File: config.mk
export PLATFORM = sky130hd
export DESIGN_NAME = traffic_light_controller_with_setup_flat
export DESIGN_NICKNAME = d
export VERILOG_FILES = /design/src/rtl/tlc_pkg.sv /design/src/rtl/tlc_in_if.sv /design/src/rtl/tlc_out_if.sv /design/src/rtl/tlc_buttons.sv /design/src/rtl/tlc_timers.sv /design/src/rtl/tlc_core.sv /design/src/rtl/traffic_light_controller_with_setup.sv /design/src/flat_wrapper.sv
export SDC_FILE = /design/constraint.sdc
export NUM_CORES = 1
export LEC_CHECK = 0
export BUFFER_PORTS_ARGS = -buffer_cell sky130_fd_sc_hd__buf_2
export CORE_MARGIN = 2
export CORE_UTILIZATION = 38
export CTS_BUF_LIST = sky130_fd_sc_hd__clkbuf_2
export CTS_CLUSTER_SIZE = 14
export DETAILED_ROUTE_END_ITERATION = 12
export GPL_TIMING_DRIVEN = 0
export SLEW_MARGIN = 10
export SYNTH_ARGS = -nofsm -noshare
export SYNTH_HDL_FRONTEND = slang
export SYNTH_SLANG_ARGS = --single-unit
File: constraint.sdc
create_clock -name clk -period 7.4 [get_ports clk]
set_clock_uncertainty 0.2 [all_clocks]
set_input_delay 0.37 -clock clk [delete_from_list [all_inputs] [get_ports clk]]
set_output_delay 0.37 -clock clk [all_outputs]
set_load 0.02 [all_outputs]
File: src/rtl/tlc_pkg.sv
// Shared types, codes and constants of the traffic light controller.
package tlc_pkg;

  localparam int CFG_W     = 16;
  localparam int CFG_IDX_W = 2;
  localparam int PERIOD_W  = 7;
  localparam int SHOW_W    = 8;
  localparam int LAMP_W    = 6;
  localparam int BTN_N     = 4;
  localparam int TMR_N     = 4;
  localparam int COLOR_N   = 3;

  // Configuration register indexes
  localparam logic [CFG_IDX_W-1:0] REG_TICKS_PER_SECOND = 2'd0;
  localparam logic [CFG_IDX_W-1:0] REG_BLINK_TICKS      = 2'd1;
  localparam logic [CFG_IDX_W-1:0] REG_TIMEOUT_TICKS    = 2'd2;

  localparam logic [CFG_W-1:0] TICKS_PER_SECOND_RESET = 16'd100;
  localparam logic [CFG_W-1:0] BLINK_TICKS_RESET      = 16'd25;
  localparam logic [CFG_W-1:0] TIMEOUT_TICKS_RESET    = 16'd1000;

  // Timer slots
  localparam int TMR_A       = 0;
  localparam int TMR_B       = 1;
  localparam int TMR_BLINK   = 2;
  localparam int TMR_TIMEOUT = 3;

  // Button bits
  localparam int BTN_MODE = 0;
  localparam int BTN_UP   = 1;
  localparam int BTN_DOWN = 2;
  localparam int BTN_SAVE = 3;

  typedef logic [PERIOD_W-1:0] period_t;

  localparam period_t INIT_PERIOD [COLOR_N] = '{7'd5, 7'd2, 7'd3};

  typedef enum logic [1:0] {
    MODE_DISPLAY    = 2'd0,
    MODE_EDIT_RED   = 2'd1,
    MODE_EDIT_AMBER = 2'd2,
    MODE_EDIT_GREEN = 2'd3
  } mode_t;

  typedef enum logic [1:0] {
    PHASE_RED   = 2'd0,
    PHASE_AMBER = 2'd1,
    PHASE_GREEN = 2'd2
  } phase_t;

  typedef struct packed {
    logic [TMR_N-1:0]            start;
    logic [TMR_N-1:0][CFG_W-1:0] dur;
  } timer_cmd_t;

  typedef struct packed {
    logic [LAMP_W-1:0]        lamps_on;
    logic signed [SHOW_W-1:0] display_a;
    logic signed [SHOW_W-1:0] display_b;
    mode_t                    current_mode;
    logic                     save_indicator;
  } result_t;

endpackage

File: src/rtl/tlc_in_if.sv
// Request channel carrying one tick of button levels.
interface tlc_in_if;
  logic                          valid;
  logic                          ready;
  logic [tlc_pkg::BTN_N-1:0]     button_levels;

  modport source (output valid, output button_levels, input ready);
  modport sink   (input valid, input button_levels, output ready);
endinterface

File: src/rtl/tlc_out_if.sv
// Result channel carrying lamps, displays, mode and save indicator.
interface tlc_out_if;
  logic                                  valid;
  logic                                  ready;
  logic [tlc_pkg::LAMP_W-1:0]            lamps_on;
  logic signed [tlc_pkg::SHOW_W-1:0]     display_a;
  logic signed [tlc_pkg::SHOW_W-1:0]     display_b;
  logic [1:0]                            current_mode;
  logic                                  save_indicator;

  modport source (output valid, output lamps_on, output display_a, output display_b,
                  output current_mode, output save_indicator, input ready);
  modport sink   (input valid, input lamps_on, input display_a, input display_b,
                  input current_mode, input save_indicator, output ready);
endinterface

File: src/rtl/tlc_buttons.sv
// Press-then-release event capture for the four buttons.
module tlc_buttons (
  input  logic                      clk,
  input  logic                      rst,
  input  logic                      step,
  input  logic [tlc_pkg::BTN_N-1:0] levels,
  input  logic [tlc_pkg::BTN_N-1:0] ev_next,
  output logic [tlc_pkg::BTN_N-1:0] ev_pend
);

  logic [tlc_pkg::BTN_N-1:0] held;
  logic [tlc_pkg::BTN_N-1:0] events;

  // latch an event on release of a held button
  assign ev_pend = events | (held & ~levels);

  always_ff @(posedge clk) begin
    if (rst) begin
      held   <= '0;
      events <= '0;
    end else if (step) begin
      held   <= levels;
      events <= ev_next;
    end
  end

endmodule

File: src/rtl/tlc_timers.sv
// Four tick-driven down counters: road A, road B, blink and timeout.
module tlc_timers #(
  parameter int TIMER_BITS = 16
) (
  input  logic                      clk,
  input  logic                      rst,
  input  logic                      step,
  input  tlc_pkg::timer_cmd_t       cmd,
  output logic [tlc_pkg::TMR_N-1:0] exp_dec
);

  localparam int WW = (TIMER_BITS > tlc_pkg::CFG_W) ? TIMER_BITS : tlc_pkg::CFG_W;
  localparam logic [WW-1:0] MAX_W = WW'((64'd1 << TIMER_BITS) - 64'd1);

  logic [TIMER_BITS-1:0]     cnt [tlc_pkg::TMR_N];
  logic [TIMER_BITS-1:0]     cnt_next [tlc_pkg::TMR_N];
  logic [tlc_pkg::TMR_N-1:0] expired;
  logic [tlc_pkg::TMR_N-1:0] expired_next;

  always_comb begin
    logic [WW-1:0]         dur_w;
    logic [WW-1:0]         sat;
    logic [TIMER_BITS-1:0] dec;
    for (int k = 0; k < tlc_pkg::TMR_N; k++) begin
      // advance a running counter, flag expiry when it hits zero
      dec        = (cnt[k] != '0) ? cnt[k] - TIMER_BITS'(1) : cnt[k];
      exp_dec[k] = expired[k] | (cnt[k] == TIMER_BITS'(1));
      // reload with the duration clamped to the counter range
      dur_w = WW'(cmd.dur[k]);
      sat   = (dur_w > MAX_W) ? MAX_W : dur_w;
      cnt_next[k]     = cmd.start[k] ? sat[TIMER_BITS-1:0] : dec;
      expired_next[k] = cmd.start[k] ? (cmd.dur[k] == '0) : exp_dec[k];
    end
  end

  always_ff @(posedge clk) begin
    if (rst) begin
      for (int k = 0; k < tlc_pkg::TMR_N; k++) begin
        cnt[k] <= '0;
      end
      expired <= '1;
    end else if (step) begin
      cnt     <= cnt_next;
      expired <= expired_next;
    end
  end

endmodule

File: src/rtl/tlc_core.sv
// Mode state machine, road phase sequencing and period editing.
module tlc_core #(
  parameter int MAX_PERIOD = 99
) (
  input  logic                      clk,
  input  logic                      rst,
  input  logic                      step,
  input  logic [tlc_pkg::CFG_W-1:0] ticks_per_second,
  input  logic [tlc_pkg::CFG_W-1:0] blink_ticks,
  input  logic [tlc_pkg::CFG_W-1:0] timeout_ticks,
  input  logic [tlc_pkg::BTN_N-1:0] ev_pend,
  input  logic [tlc_pkg::TMR_N-1:0] exp_dec,
  output logic [tlc_pkg::BTN_N-1:0] ev_next,
  output tlc_pkg::timer_cmd_t       cmd,
  output tlc_pkg::result_t          res
);

  localparam tlc_pkg::period_t MAX_P = tlc_pkg::PERIOD_W'(MAX_PERIOD);

  tlc_pkg::mode_t   mode, mode_next;
  tlc_pkg::phase_t  phase_a, phase_a_next;
  tlc_pkg::phase_t  phase_b, phase_b_next;
  tlc_pkg::period_t saved [tlc_pkg::COLOR_N];
  tlc_pkg::period_t saved_next [tlc_pkg::COLOR_N];
  tlc_pkg::period_t edit [tlc_pkg::COLOR_N];
  tlc_pkg::period_t edit_next [tlc_pkg::COLOR_N];
  tlc_pkg::period_t count_a [tlc_pkg::COLOR_N];
  tlc_pkg::period_t count_a_next [tlc_pkg::COLOR_N];
  tlc_pkg::period_t count_b [tlc_pkg::COLOR_N];
  tlc_pkg::period_t count_b_next [tlc_pkg::COLOR_N];
  logic [tlc_pkg::LAMP_W-1:0] lamp, lamp_next;
  logic [tlc_pkg::SHOW_W-1:0] shown_a, shown_a_next;
  logic [tlc_pkg::SHOW_W-1:0] shown_b, shown_b_next;
  logic                       toggle, toggle_next;

  function automatic tlc_pkg::phase_t next_phase(tlc_pkg::phase_t p);
    tlc_pkg::phase_t n;
    unique case (p)
      tlc_pkg::PHASE_RED:   n = tlc_pkg::PHASE_GREEN;
      tlc_pkg::PHASE_AMBER: n = tlc_pkg::PHASE_RED;
      tlc_pkg::PHASE_GREEN: n = tlc_pkg::PHASE_AMBER;
      default:              n = tlc_pkg::PHASE_RED;
    endcase
    return n;
  endfunction

  function automatic logic [2:0] lamp3(logic [1:0] idx);
    return 3'(3'b001 << idx);
  endfunction

  always_comb begin
    logic [1:0]       col;
    logic [1:0]       col1;
    tlc_pkg::period_t v;
    logic             to_exp;
    logic             go_display;

    mode_next    = mode;
    phase_a_next = phase_a;
    phase_b_next = phase_b;
    saved_next   = saved;
    edit_next    = edit;
    count_a_next = count_a;
    count_b_next = count_b;
    lamp_next    = lamp;
    shown_a_next = shown_a;
    shown_b_next = shown_b;
    toggle_next  = toggle;
    ev_next      = ev_pend;
    go_display   = 1'b0;
    to_exp       = 1'b0;
    v            = '0;

    cmd.start                        = '0;
    cmd.dur[tlc_pkg::TMR_A]          = ticks_per_second;
    cmd.dur[tlc_pkg::TMR_B]          = ticks_per_second;
    cmd.dur[tlc_pkg::TMR_BLINK]      = blink_ticks;
    cmd.dur[tlc_pkg::TMR_TIMEOUT]    = timeout_ticks;

    col  = 2'(mode) - 2'd1;
    col1 = col + 2'd1;

    if (mode == tlc_pkg::MODE_DISPLAY) begin
      if (ev_pend[tlc_pkg::BTN_MODE]) begin
        // enter red edit
        mode_next    = tlc_pkg::MODE_EDIT_RED;
        lamp_next    = '0;
        ev_next      = '0;
        edit_next[0] = saved[0];
        shown_b_next = tlc_pkg::SHOW_W'(2);
        shown_a_next = {1'b0, saved[0]};
        cmd.start[tlc_pkg::TMR_TIMEOUT] = 1'b1;
      end else begin
        if (exp_dec[tlc_pkg::TMR_A]) begin
          lamp_next[2:0] = lamp3(phase_a);
          shown_a_next   = {1'b0, count_a[phase_a]};
          if (count_a[phase_a] == '0) begin
            phase_a_next           = next_phase(phase_a);
            count_a_next[phase_a]  = saved[phase_a];
          end else begin
            count_a_next[phase_a]  = count_a[phase_a] - tlc_pkg::PERIOD_W'(1);
            cmd.start[tlc_pkg::TMR_A] = 1'b1;
          end
        end
        if (exp_dec[tlc_pkg::TMR_B]) begin
          lamp_next[5:3] = lamp3(phase_b);
          shown_b_next   = {1'b0, count_b[phase_b]};
          if (count_b[phase_b] == '0) begin
            phase_b_next           = next_phase(phase_b);
            count_b_next[phase_b]  = saved[phase_b];
          end else begin
            count_b_next[phase_b]  = count_b[phase_b] - tlc_pkg::PERIOD_W'(1);
            cmd.start[tlc_pkg::TMR_B] = 1'b1;
          end
        end
      end
    end else begin
      if (ev_pend[tlc_pkg::BTN_MODE]) begin
        ev_next[tlc_pkg::BTN_MODE] = 1'b0;
        if (mode == tlc_pkg::MODE_EDIT_GREEN) begin
          mode_next  = tlc_pkg::MODE_DISPLAY;
          go_display = 1'b1;
        end else begin
          mode_next       = tlc_pkg::mode_t'(2'(mode) + 2'd1);
          lamp_next       = '0;
          ev_next         = '0;
          edit_next[col1] = saved[col1];
          shown_b_next    = tlc_pkg::SHOW_W'(col1) + tlc_pkg::SHOW_W'(2);
          shown_a_next    = {1'b0, saved[col1]};
        end
        cmd.start[tlc_pkg::TMR_TIMEOUT] = 1'b1;
      end else begin
        if (exp_dec[tlc_pkg::TMR_BLINK]) begin
          lamp_next = lamp ^ {lamp3(col), lamp3(col)};
          cmd.start[tlc_pkg::TMR_BLINK] = 1'b1;
        end
        v = edit[col];
        if (ev_pend[tlc_pkg::BTN_UP]) begin
          ev_next[tlc_pkg::BTN_UP] = 1'b0;
          cmd.start[tlc_pkg::TMR_TIMEOUT] = 1'b1;
          v = (v >= MAX_P) ? tlc_pkg::PERIOD_W'(1) : v + tlc_pkg::PERIOD_W'(1);
          shown_a_next = {1'b0, v};
        end
        if (ev_pend[tlc_pkg::BTN_DOWN]) begin
          ev_next[tlc_pkg::BTN_DOWN] = 1'b0;
          cmd.start[tlc_pkg::TMR_TIMEOUT] = 1'b1;
          v = (v <= tlc_pkg::PERIOD_W'(1)) ? MAX_P : v - tlc_pkg::PERIOD_W'(1);
          shown_a_next = {1'b0, v};
        end
        if (ev_pend[tlc_pkg::BTN_SAVE]) begin
          ev_next[tlc_pkg::BTN_SAVE] = 1'b0;
          cmd.start[tlc_pkg::TMR_TIMEOUT] = 1'b1;
          saved_next[col] = v;
          toggle_next     = ~toggle;
        end
        edit_next[col] = v;
      end
      // a fresh timeout start with zero duration expires at once
      to_exp = cmd.start[tlc_pkg::TMR_TIMEOUT] ? (timeout_ticks == '0)
                                               : exp_dec[tlc_pkg::TMR_TIMEOUT];
      if (to_exp) begin
        mode_next  = tlc_pkg::MODE_DISPLAY;
        go_display = 1'b1;
      end
    end

    if (go_display) begin
      phase_a_next = tlc_pkg::PHASE_RED;
      phase_b_next = tlc_pkg::PHASE_GREEN;
      count_a_next = saved_next;
      count_b_next = saved_next;
      lamp_next    = '0;
      cmd.start[tlc_pkg::TMR_A] = 1'b1;
      cmd.start[tlc_pkg::TMR_B] = 1'b1;
      cmd.dur[tlc_pkg::TMR_A]   = '0;
      cmd.dur[tlc_pkg::TMR_B]   = '0;
    end

    res.lamps_on       = lamp_next;
    res.display_a      = $signed(shown_a_next);
    res.display_b      = $signed(shown_b_next);
    res.current_mode   = mode_next;
    res.save_indicator = toggle_next;
  end

  always_ff @(posedge clk) begin
    if (rst) begin
      mode    <= tlc_pkg::MODE_DISPLAY;
      phase_a <= tlc_pkg::PHASE_RED;
      phase_b <= tlc_pkg::PHASE_GREEN;
      saved   <= tlc_pkg::INIT_PERIOD;
      edit    <= tlc_pkg::INIT_PERIOD;
      count_a <= tlc_pkg::INIT_PERIOD;
      count_b <= tlc_pkg::INIT_PERIOD;
      lamp    <= '0;
      shown_a <= '0;
      shown_b <= '0;
      toggle  <= 1'b0;
    end else if (step) begin
      mode    <= mode_next;
      phase_a <= phase_a_next;
      phase_b <= phase_b_next;
      saved   <= saved_next;
      edit    <= edit_next;
      count_a <= count_a_next;
      count_b <= count_b_next;
      lamp    <= lamp_next;
      shown_a <= shown_a_next;
      shown_b <= shown_b_next;
      toggle  <= toggle_next;
    end
  end

endmodule

File: src/rtl/traffic_light_controller_with_setup.sv
// Top level of the two-road traffic light controller with period setup.
//
// Usage: every request on the buttons channel is one tick carrying the four
// debounced button levels (mode, up, down, save). For each request the block
// returns exactly one result on the lights channel: six lamp bits, the two
// display values, the current mode and the save indicator.
// The three timing registers (ticks per countdown step, blink interval,
// edit timeout) are written through cfg_write/cfg_index/cfg_data while no
// request is in flight; an index beyond the list is dropped.
// Each request passes through the input register, then the tick update into the
// result register. Throughput: one request per cycle while the receiver
// keeps ready high, set by the single tick update between those two registers.
// Reset (rst, synchronous) brings display mode, road A red, road B green,
// periods 5/2/3, all timers expired and lamps off; registers return to
// 100/25/1000. When the receiver holds ready low, the result register and
// the input register fill and then buttons.ready drops until a result is
// taken; nothing is lost or repeated.
module traffic_light_controller_with_setup #(
  parameter int MAX_PERIOD = 99,
  parameter int TIMER_BITS = 16
) (
  input  logic                          clk,
  input  logic                          rst,
  input  logic                          cfg_write,
  input  logic [tlc_pkg::CFG_IDX_W-1:0] cfg_index,
  input  logic [tlc_pkg::CFG_W-1:0]     cfg_data,
  tlc_in_if.sink                        buttons,
  tlc_out_if.source                     lights
);

  logic [tlc_pkg::CFG_W-1:0] ticks_per_second;
  logic [tlc_pkg::CFG_W-1:0] blink_ticks;
  logic [tlc_pkg::CFG_W-1:0] timeout_ticks;

  logic                      s1_valid;
  logic [tlc_pkg::BTN_N-1:0] s1_levels;
  logic                      out_valid;
  tlc_pkg::result_t          out_res;

  logic                      advance;
  logic                      in_fire;
  logic [tlc_pkg::BTN_N-1:0] ev_pend;
  logic [tlc_pkg::BTN_N-1:0] ev_next;
  logic [tlc_pkg::TMR_N-1:0] exp_dec;
  tlc_pkg::timer_cmd_t       cmd;
  tlc_pkg::result_t          res;

  // Configuration registers: write only, no read-back
  always_ff @(posedge clk) begin
    if (rst) begin
      ticks_per_second <= tlc_pkg::TICKS_PER_SECOND_RESET;
      blink_ticks      <= tlc_pkg::BLINK_TICKS_RESET;
      timeout_ticks    <= tlc_pkg::TIMEOUT_TICKS_RESET;
    end else if (cfg_write) begin
      unique case (cfg_index)
        tlc_pkg::REG_TICKS_PER_SECOND: ticks_per_second <= cfg_data;
        tlc_pkg::REG_BLINK_TICKS:      blink_ticks      <= cfg_data;
        tlc_pkg::REG_TIMEOUT_TICKS:    timeout_ticks    <= cfg_data;
        default: ;
      endcase
    end
  end

  // Advance the held tick when the result register is free or being drained
  assign advance       = s1_valid && (!out_valid || lights.ready);
  assign buttons.ready = !s1_valid || advance;
  assign in_fire       = buttons.valid && buttons.ready;

  always_ff @(posedge clk) begin
    if (rst) begin
      s1_valid  <= 1'b0;
      out_valid <= 1'b0;
    end else begin
      s1_valid  <= in_fire || (s1_valid && !advance);
      out_valid <= advance || (out_valid && !lights.ready);
    end
  end

  // Payload registers: hold until the next load
  always_ff @(posedge clk) begin
    if (in_fire) begin
      s1_levels <= buttons.button_levels;
    end
    if (advance) begin
      out_res <= res;
    end
  end

  tlc_buttons u_buttons (
    .clk     (clk),
    .rst     (rst),
    .step    (advance),
    .levels  (s1_levels),
    .ev_next (ev_next),
    .ev_pend (ev_pend)
  );

  tlc_timers #(
    .TIMER_BITS (TIMER_BITS)
  ) u_timers (
    .clk     (clk),
    .rst     (rst),
    .step    (advance),
    .cmd     (cmd),
    .exp_dec (exp_dec)
  );

  tlc_core #(
    .MAX_PERIOD (MAX_PERIOD)
  ) u_core (
    .clk              (clk),
    .rst              (rst),
    .step             (advance),
    .ticks_per_second (ticks_per_second),
    .blink_ticks      (blink_ticks),
    .timeout_ticks    (timeout_ticks),
    .ev_pend          (ev_pend),
    .exp_dec          (exp_dec),
    .ev_next          (ev_next),
    .cmd              (cmd),
    .res              (res)
  );

  assign lights.valid          = out_valid;
  assign lights.lamps_on       = out_res.lamps_on;
  assign lights.display_a      = out_res.display_a;
  assign lights.display_b      = out_res.display_b;
  assign lights.current_mode   = out_res.current_mode;
  assign lights.save_indicator = out_res.save_indicator;

endmodule

File: src/flat_wrapper.sv
// flat-port wrapper written by rule: the top's interface ports become plain ports
module traffic_light_controller_with_setup_flat 
#(
  parameter int MAX_PERIOD = 99,
  parameter int TIMER_BITS = 16
)
  (clk, rst, cfg_write, cfg_index, cfg_data, buttons_valid, buttons_button_levels, buttons_ready, lights_valid, lights_lamps_on, lights_display_a, lights_display_b, lights_current_mode, lights_save_indicator, lights_ready);
  tlc_in_if buttons_i ();
  tlc_out_if lights_i ();
  input  logic clk;
  input  logic rst;
  input  logic cfg_write;
  input  logic [tlc_pkg::CFG_IDX_W-1:0] cfg_index;
  input  logic [tlc_pkg::CFG_W-1:0] cfg_data;
  input wire logic [$bits(buttons_i.valid)-1:0] buttons_valid;
  input wire logic [$bits(buttons_i.button_levels)-1:0] buttons_button_levels;
  output wire logic [$bits(buttons_i.ready)-1:0] buttons_ready;
  output wire logic [$bits(lights_i.valid)-1:0] lights_valid;
  output wire logic [$bits(lights_i.lamps_on)-1:0] lights_lamps_on;
  output wire logic [$bits(lights_i.display_a)-1:0] lights_display_a;
  output wire logic [$bits(lights_i.display_b)-1:0] lights_display_b;
  output wire logic [$bits(lights_i.current_mode)-1:0] lights_current_mode;
  output wire logic [$bits(lights_i.save_indicator)-1:0] lights_save_indicator;
  input wire logic [$bits(lights_i.ready)-1:0] lights_ready;
  assign buttons_i.valid = buttons_valid;
  assign buttons_i.button_levels = buttons_button_levels;
  assign buttons_ready = buttons_i.ready;
  assign lights_valid = lights_i.valid;
  assign lights_lamps_on = lights_i.lamps_on;
  assign lights_display_a = lights_i.display_a;
  assign lights_display_b = lights_i.display_b;
  assign lights_current_mode = lights_i.current_mode;
  assign lights_save_indicator = lights_i.save_indicator;
  assign lights_i.ready = lights_ready;
  traffic_light_controller_with_setup #(.MAX_PERIOD(MAX_PERIOD), .TIMER_BITS(TIMER_BITS)) u_core (.clk(clk), .rst(rst), .cfg_write(cfg_write), .cfg_index(cfg_index), .cfg_data(cfg_data), .buttons(buttons_i), .lights(lights_i));
endmodule
==> run_results.csv, run 1 <==
group,metric,value,unit
timing,min_period,6100,ps
cts,h-tree-depth,3,
synth,ys_seq_elements,267,
die,start_util,0.384,
timing,rsz0062_at_grt,"no",
timing,finalHoldViolations,0,
setup_path,crit_chain,"buf_6, inv_2, ha_1, buf_6, mux2_2, a22oi_2, inv_1, ha_1, a221oi_2, o2111ai_1, nand2_1, a31oi_1, ha_1, nor3_2, nor3_4, a21oi_2, o21ai_0, a211oi_1",
min_path,hold_start,"buttons_valid",
synth,synth-xor-area-share,0.0138,
detailed_routing,firstDrtPassIters,8,
min_path,hold_depth,3,
final_layout,fin_nets,2230,
grt,grt_max_degree,30,
place,dp.final_hpwl,45.0,mm
setup_path,cp_num_buf_inv,4,
grt,grt-ovfl-total,0,
synth,async_reset_ff_frac,0,
timing,worst_hold_slack,187,ps
place,gp_congestion,0.993,
die,die_x,205,um
final_layout,drive_gt1_frac,0.107,
setup_path,worst-path-stages,18,
die,rows,73,
power,power_density,237,nW/um^2
timing,worstMarginPinSlew,1190,ps
synth,synth-compound-area-share,0.266,
timing,maxSlewViolCount,0,
detailed_routing,via_count,17000,
synth,synth_top_family_by_area,"compound AO/OA/AOI/OAI gates",
synth,synth_cell_types,97,
cts,clock_sinks,267,
detailed_routing,drtIter0Drc,1827,
final_layout,layoutNonFillerInstCount,2771,
detailed_routing,ant_nets,0,
cts,cts_root_buf,"clkbuf_2",
grt,antenna_found_initial,3,
setup_path,crit_slowest_cell,"a21oi_2",
setup_path,cp.arrival,6790,ps
timing,worst_slack,1300,ps
place,io_buffer_count,52,
synth,netlist_instances,1979,
die,dieArea,41800,um^2
grt,track_usage,0.299,
detailed_routing,vias_per_cell,6.13,
synth,yosysSeqAreaShare,0.369,
synth,synth_mux_area_frac,0.0440,
run_status,outcome,"completed",
min_path,hold_end,"u_core.s1_levels[1]",
timing,max_freq,0.164,GHz
cts,cts.clk_slew.worst_paths,100,ps
setup_path,cp_data_required_time,8090,ps
detailed_routing,wirelength,63.3,mm
final_layout,num-fill-cells,4062,
synth,synth_nets,2028,
setup_path,cp_top_family,"compound AO/OA/AOI/OAI gates",
die,die_h,205,um
synth,synthAdderAreaFrac,0.0180,
die,coreArea,39700,um^2
grt,grt_pass1_vias,16200,
setup_path,rr_worst_depth,18,
synth,synth_edf_count,29,
synth,syn_area_per_cell,7.72,um^2
power,max-vdd-ir-drop,0.138,mV
die,boundaryPins,54,
min_path,holdCritPathClass,"input pin to flip-flop",
setup_path,rrSetupSlack,1300,ps
final_layout,area.growth.synth_to_final,16.0,%
detailed_routing,wl_per_cell,22.8,um
setup_path,cp_slowest_stage_delay,610,ps
setup_path,critPathLaunch,"u_core.u_core.mode[0]",
timing,fin_crit_sh,0.824,
cts,post_cts_resized,0,
setup_path,reg2reg_from,"u_core.u_core.mode[0]",
place,pre_cts_slack,1580,ps
setup_path,crit_type,"flip-flop to flip-flop",
synth,netlist_area,15300,um^2
synth,yosysWarnings,0,
cts,clock_latency,1030,ps
power,leakage,6.44,nW
setup_path,rr_endpoint,"u_core.u_core.count_a[9]",
place,placedCellCount,2557,
run,maxCapViolCount,0,
synth,synthFlopType,"dfxtp_1",
cts,clockBufferDepth,3,
synth,synth_simple_gate_area_frac,0.245,
timing,setup_viol,0,
grt,grt_pass1_wl,95.3,mm
timing,setup_tns,0,ps
detailed_routing,post-route-drc-count,0,
cts,cts_tree,"done",
cts,postCtsSetupBuffers,0,
setup_path,crit_path_end_kind,"flip-flop",
timing,relSlewSlack,0.208,
cts,cts_inserted_buffers,80,
setup_path,start_kind,"flip-flop",
power,power,4.19,mW
setup_path,cpMostUsedCell,"ha_1",
setup_path,cp_max_fo,10,
cts,hold_buffers,67,
==> worst max path at each step <==
stage,end
6_report,u_core.u_core.count_a[9]
3_3_place_gp,u_core.u_core.count_a[9]
5_1_grt,u_core.u_core.count_a[9]
2_1_floorplan,u_core.lights.display_a[6]
4_1_cts,u_core.u_core.count_a[9]
3_5_place_dp,u_core.u_core.count_a[9]
==> synth_stat cells (5+ instances only) <==
master,number,area [um^2]
nand2_1,305,1140
dfxtp_1,238,4760
a21oi_1,222,1110
nor2_1,210,788
o21ai_0,123,616
clkbuf_1,104,390
nor3_1,81,405
mux2i_1,57,571
nand3_1,37,185
inv_1,36,135
nor4_1,33,206
a22oi_1,32,240
edfxtp_1,29,871
o22ai_1,26,163
nand3b_1,25,188
ha_1,22,275
a211oi_1,21,158
xnor2_1,19,166
a31oi_1,15,93.8
buf_1,15,56.3
nand2b_1,15,93.8
or3_1,15,93.8
o211ai_1,14,105
nor2b_1,13,81.3
a211o_1,12,105
a221oi_1,12,105
buf_2,12,60.1
o32ai_1,12,105
a22o_1,11,96.3
and2_1,11,68.8
and3_1,11,68.8
nand4_1,11,68.8
o21a_1,10,75.1
or2_2,10,62.6
o21ai_1,9,45.0
a21o_1,8,60.1
o2111ai_1,8,70.1
a2111oi_0,7,61.3
nor3b_1,6,45.0
o2bb2ai_1,5,43.8
or4_1,5,37.5
xor2_1,5,43.8
==> per-stage QoR <==
step	cell area, um^2	utilization
after global routing	17700	0.446
after floorplan	15300	-
after detailed placement	16200	0.408
after global placement	16200	0.408
final	17700	0.446
after CTS	17700	0.446
==> report_power, final <==
group / internal (mW) / total [mW] / switching, mW
sequential: 1.57 / 1.68 / 0.108
clock: 0.583 / 1.30 / 0.717
combinational: 0.439 / 1.21 / 0.776
total: 2.59 / 4.19 / 1.60
==> cell families after synthesis <==
logic type | Yosys count
adders and majority gates | 22
DFF | 267
muxes | 65
and+or+nand+nor | 809
buffers and inverters | 171
AOI/OAI and AO/OA | 621
xor gates and xnor gates | 24
==> worst min-delay path, cell delays in order <==
cell and delay, ps:
dlygate4sd3_1 520, buf_2 100, and2_1 230
==> area by class of cell <==
cell class / count / area (um^2) / share of cell area
well taps: 525 / 657 / 0.0371
repair buffers: 120 / 951 / 0.0537
clock buffers: 110 / 551 / 0.0311
multi-input cells: 1541 / 8960 / 0.506
clock inverters: 33 / 273 / 0.0154
plain buffers: 134 / 542 / 0.0306
diodes: 4 / 10.0 / 0.000565
flip-flops and latches: 267 / 5640 / 0.318
inverters: 37 / 139 / 0.00784
==> flip-flops by register name, indices dropped and copies added, names as in the netlist, 2 cells and up <==
name                        flops
u_core.lights.current_mode      2
u_core.u_core.count_b          21
u_core.u_timers.expired         4
u_core.u_core.phase_a           2
u_core.lights.display_b         8
u_core.blink_ticks             16
u_core.u_core.lamp              6
u_core.u_core.shown_a           8
u_core.timeout_ticks           16
u_core.s1_levels                4
u_core.u_timers.cnt            64
u_core.u_buttons.held           4
u_core.u_core.mode              2
u_core.ticks_per_second        16
u_core.lights.display_a         8
u_core.u_core.edit             21
u_core.u_core.shown_b           8
u_core.u_core.phase_b           2
u_core.lights.lamps_on          6
u_core.u_core.saved            21
u_core.u_core.count_a          21
u_core.u_buttons.events         3
==> per-layer routing <==
layer | vias up | GRT usage | wire length (um)
met5 | - | 0 | 11
met4 | 2 | 0.156 | 3180
met3 | 217 | 0.0756 | 6220
met2 | 959 | 0.467 | 28200
met1 | 8110 | 0.381 | 25700
li1 | 7686 | - | -
==> placed cells by master (no fill, tap or decap), types with 15 or more instances in the layout <==
master,synthesis,routed
dlygate4sd3_1,0,67
nor2_1,210,210
clkinv_1,0,21
o22ai_1,26,26
nand2b_1,15,15
or3_1,15,15
ha_1,22,22
o21ai_0,123,123
clkbuf_2,0,110
nor3_1,81,81
edfxtp_1,29,29
a22oi_1,32,32
nand2_1,305,305
inv_1,36,36
clkbuf_1,104,104
a31oi_1,15,15
buf_2,12,65
nor4_1,33,33
xnor2_1,19,19
nand3_1,37,37
a21oi_1,222,222
a211oi_1,21,21
dfxtp_1,238,238
mux2i_1,57,57
nand3b_1,25,25
No activity file was read; power rests on OpenSTA's default activity.
==> run 2: changes to the inputs <==
--- a/config.mk
+++ b/config.mk
@@ -5,6 +5,7 @@
 export SDC_FILE = /design/constraint.sdc
 export NUM_CORES = 1
 export LEC_CHECK = 0
+export ABC_AREA = 1
 export BUFFER_PORTS_ARGS = -buffer_cell sky130_fd_sc_hd__buf_2
 export CORE_MARGIN = 2
 export CORE_UTILIZATION = 38
==> constraint.sdc (replaced) <==
create_clock -name clk -period 5.9 [get_ports clk]
set_clock_uncertainty 0.2 [all_clocks]
set_input_delay 0.295 -clock clk [delete_from_list [all_inputs] [get_ports clk]]
set_output_delay 0.295 -clock clk [all_outputs]
set_load 0.02 [all_outputs]
==> run 2 against run 1 <==
Compared with the run above:
- critical path depth decreased by 3
- synthesized cell count increased by 12%
- combinational power is 11% higher
- synthesized area decreased by 1.5%
- utilization is 0.14 points higher
- critical endpoint is now u_core.u_core.count_a[15]
- largest cell class unchanged
- largest power group unchanged
==> run_results.csv, run 2 <==
group,metric,value,unit
run_status,outcome,"completed",
detailed_routing,firstDrtPassIters,6,
detailed_routing,wl_per_cell,19.2,um
timing,fin_crit_sh,0.838,
final_layout,area.growth.synth_to_final,15.5,%
timing,min_period,4940,ps
detailed_routing,post-route-drc-count,0,
cts,hold_buffers,65,
synth,async_reset_ff_frac,0,
setup_path,crit_chain,"inv_4, clkbuf_1, ha_1, buf_2, nor2_1, inv_1, nor2_1, inv_1, nor2_1, buf_2, nand3_1, nand3_1, nand3_1, nand2_1, inv_1",
synth,yosysSeqAreaShare,0.375,
min_path,hold_start,"buttons_valid",
synth,yosysWarnings,0,
min_path,holdCritPathClass,"input pin to flip-flop",
cts,cts_tree,"done",
detailed_routing,via_count,16400,
final_layout,multi_input_area,8010,um^2
setup_path,cp_max_fo,12,
setup_path,cp_num_buf_inv,7,
final_layout,largest_reg_flops,64,
synth,synth_nets,2263,
setup_path,crit_path_end_kind,"flip-flop",
power,max-vdd-ir-drop,0.143,mV
power,clock_power_share,0.308,
synth,synth_area_leaders,"dfxtp_1 32%, nand2_1 11%, o21ai_0 8.4%, a21oi_1 6.9%, nor2_1 6.8%",
final_layout,drive_gt1_frac,0.115,
cts,cts_root_buf,"clkbuf_2",
synth,synthTopCellsByCount,"423 x nand2_1, 271 x nor2_1, 253 x inv_1",
setup_path,critPathLaunch,"u_core.u_core.mode[0]",
die,die_x,203,um
place,io_buffer_count,52,
place,dp.final_hpwl,42.5,mm
final_layout,seqCellArea,5640,um^2
cts,h-tree-depth,3,
timing,relSlewSlack,0.202,
final_layout,layout_commonest_cell,"nand2_1",
setup_path,crit_type,"flip-flop to flip-flop",
detailed_routing,wirelength,57.6,mm
synth,synth_edf_count,29,
grt,grt-busiest-layer,"met2",
power,combPwrFrac,0.273,
cts,cts.clk_slew.worst_paths,120,ps
grt,gr-usage-met1,0.363,
grt,antenna_found_initial,5,
synth,synth_largest_area_cell,"dfxtp_1",
timing,maxSlewViolCount,0,
timing,setup_tns,0,ps
die,rows,72,
timing,rsz0062_at_grt,"no",
setup_path,cp_top_family,"simple AND/OR/NAND/NOR gates",
timing,worst_hold_slack,85.3,ps
timing,worstMarginPinSlew,1200,ps
detailed_routing,ant_nets,0,
setup_path,cp.arrival,5650,ps
grt,grt-ovfl-total,0,
setup_path,cp_slowest_stage_delay,620,ps
timing,setup_viol,0,
power,power_density,284,nW/um^2
die,dieArea,41200,um^2
grt,use_met3,0.0602,
place,gp_congestion,0.962,
cts,post_cts_resized,0,
final_layout,num-fill-cells,4057,
die,die_h,203,um
power,leakage,7.75,nW
final_layout,mostFrequentLayoutCells,"423 x nand2_1, 271 x nor2_1, 253 x inv_1, 251 x o21ai_0, 238 x dfxtp_1",
setup_path,start_kind,"flip-flop",
die,start_util,0.387,
final_layout,largest_register,"u_core.u_timers.cnt",
cts,clockBufferDepth,3,
cts,clock_sinks,267,
power,p_int,3.02,mW
synth,synthFlopType,"dfxtp_1",
synth,netlist_instances,2214,
timing,max_freq,0.202,GHz
synth,syn_area_per_cell,6.79,um^2
timing,finalHoldViolations,0,
die,coreArea,38800,um^2
power,switchingPower,1.90,mW
power,power,4.93,mW
cts,postCtsSetupBuffers,0,
grt,track_usage,0.277,
run,maxCapViolCount,0,
setup_path,reg2reg_from,"u_core.u_core.mode[0]",
grt,met2_usage,0.438,
grt,grt_pass1_vias,15700,
setup_path,crit_slowest_cell,"dfxtp_1",
power,pwr-share-seq,0.419,
setup_path,cp_data_required_time,6610,ps
detailed_routing,vias_per_cell,5.48,
synth,synth_cell_types,61,
synth,ys_seq_elements,267,
power,swShare,0.386,
synth,netlist_area,15000,um^2
die,boundaryPins,54,
grt,grt_max_degree,35,
cts,clock_latency,1030,ps
final_layout,fin_nets,2458,
synth,synth_top_area_share,0.317,
cts,cts_inserted_buffers,76,
synth,synth.most_common_cell,"nand2_1",
detailed_routing,drtIter0Drc,1612,
grt,grt_pass1_wl,88.3,mm
[run 2: final timing paths]
path	slack, ps	cells after the start	end
setup / recovery	960	15	u_core.u_core.count_a[15]
hold / removal	90	4	u_core.s1_levels[0]
setup reg to reg	960	15	u_core.u_core.count_a[15]
hold reg to reg	260	2	u_core.u_core.shown_a[7]
[run 2: final cells by class]
type | count | share of cell area
Inverter | 268 | 0.0581
Multi-Input combinational cell | 1586 | 0.461
Clock inverter | 29 | 0.0114
Clock buffer | 112 | 0.0323
Antenna cell | 4 | 0.000576
Timing Repair Buffer | 117 | 0.0524
Buffer | 93 | 0.0225
Sequential cell | 267 | 0.324
Tap cell | 518 | 0.0373
[run 2: per-layer routing]
metal | part of all wire | wire length, um | vias up
met5 | 0 | 0 | -
met4 | 0.041 | 2360 | 0
met3 | 0.093 | 5380 | 163
met2 | 0.44 | 25300 | 833
met1 | 0.43 | 24500 | 7585
li1 | - | - | 7839
[run 2: power groups by stage]
stage	sequential, mW	combinational [mW]	clock [mW]
6_report	2.07	1.34	1.52
5_1_grt	2.08	1.47	1.65
4_1_cts	2.06	1.31	1.54
3_5_place_dp	2.10	1.27	0
3_3_place_gp	2.10	1.26	0
2_1_floorplan	2.09	0.892	0
[run 2: logic make-up after synthesis]
group,synth area share
AO/OA/AOI/OAI,0.244
XOR/XNOR,0.0181
adder cells (fa/ha/maj),0.0183
buffers and inverters,0.0930
flip-flops,0.375
multiplexers,0.00266
AND/OR/NAND/NOR,0.249
[run 2: through the flow]
stage	utilization	std cells	area, um^2	setup WS [ps]
after floorplan	-	2214	15000	2180
after global placement	0.411	2784	15900	1200
after detailed placement	0.411	2784	16000	1150
after CTS	0.447	2990	17400	1110
after global routing	0.447	2992	17400	788
final	0.447	2994	17400	958
[run 2: tightest hold or removal path, cell delays in order]
cell and delay (ps):
dlygate4sd3_1 530, buf_2 120, nand2_1 50, inv_1 140
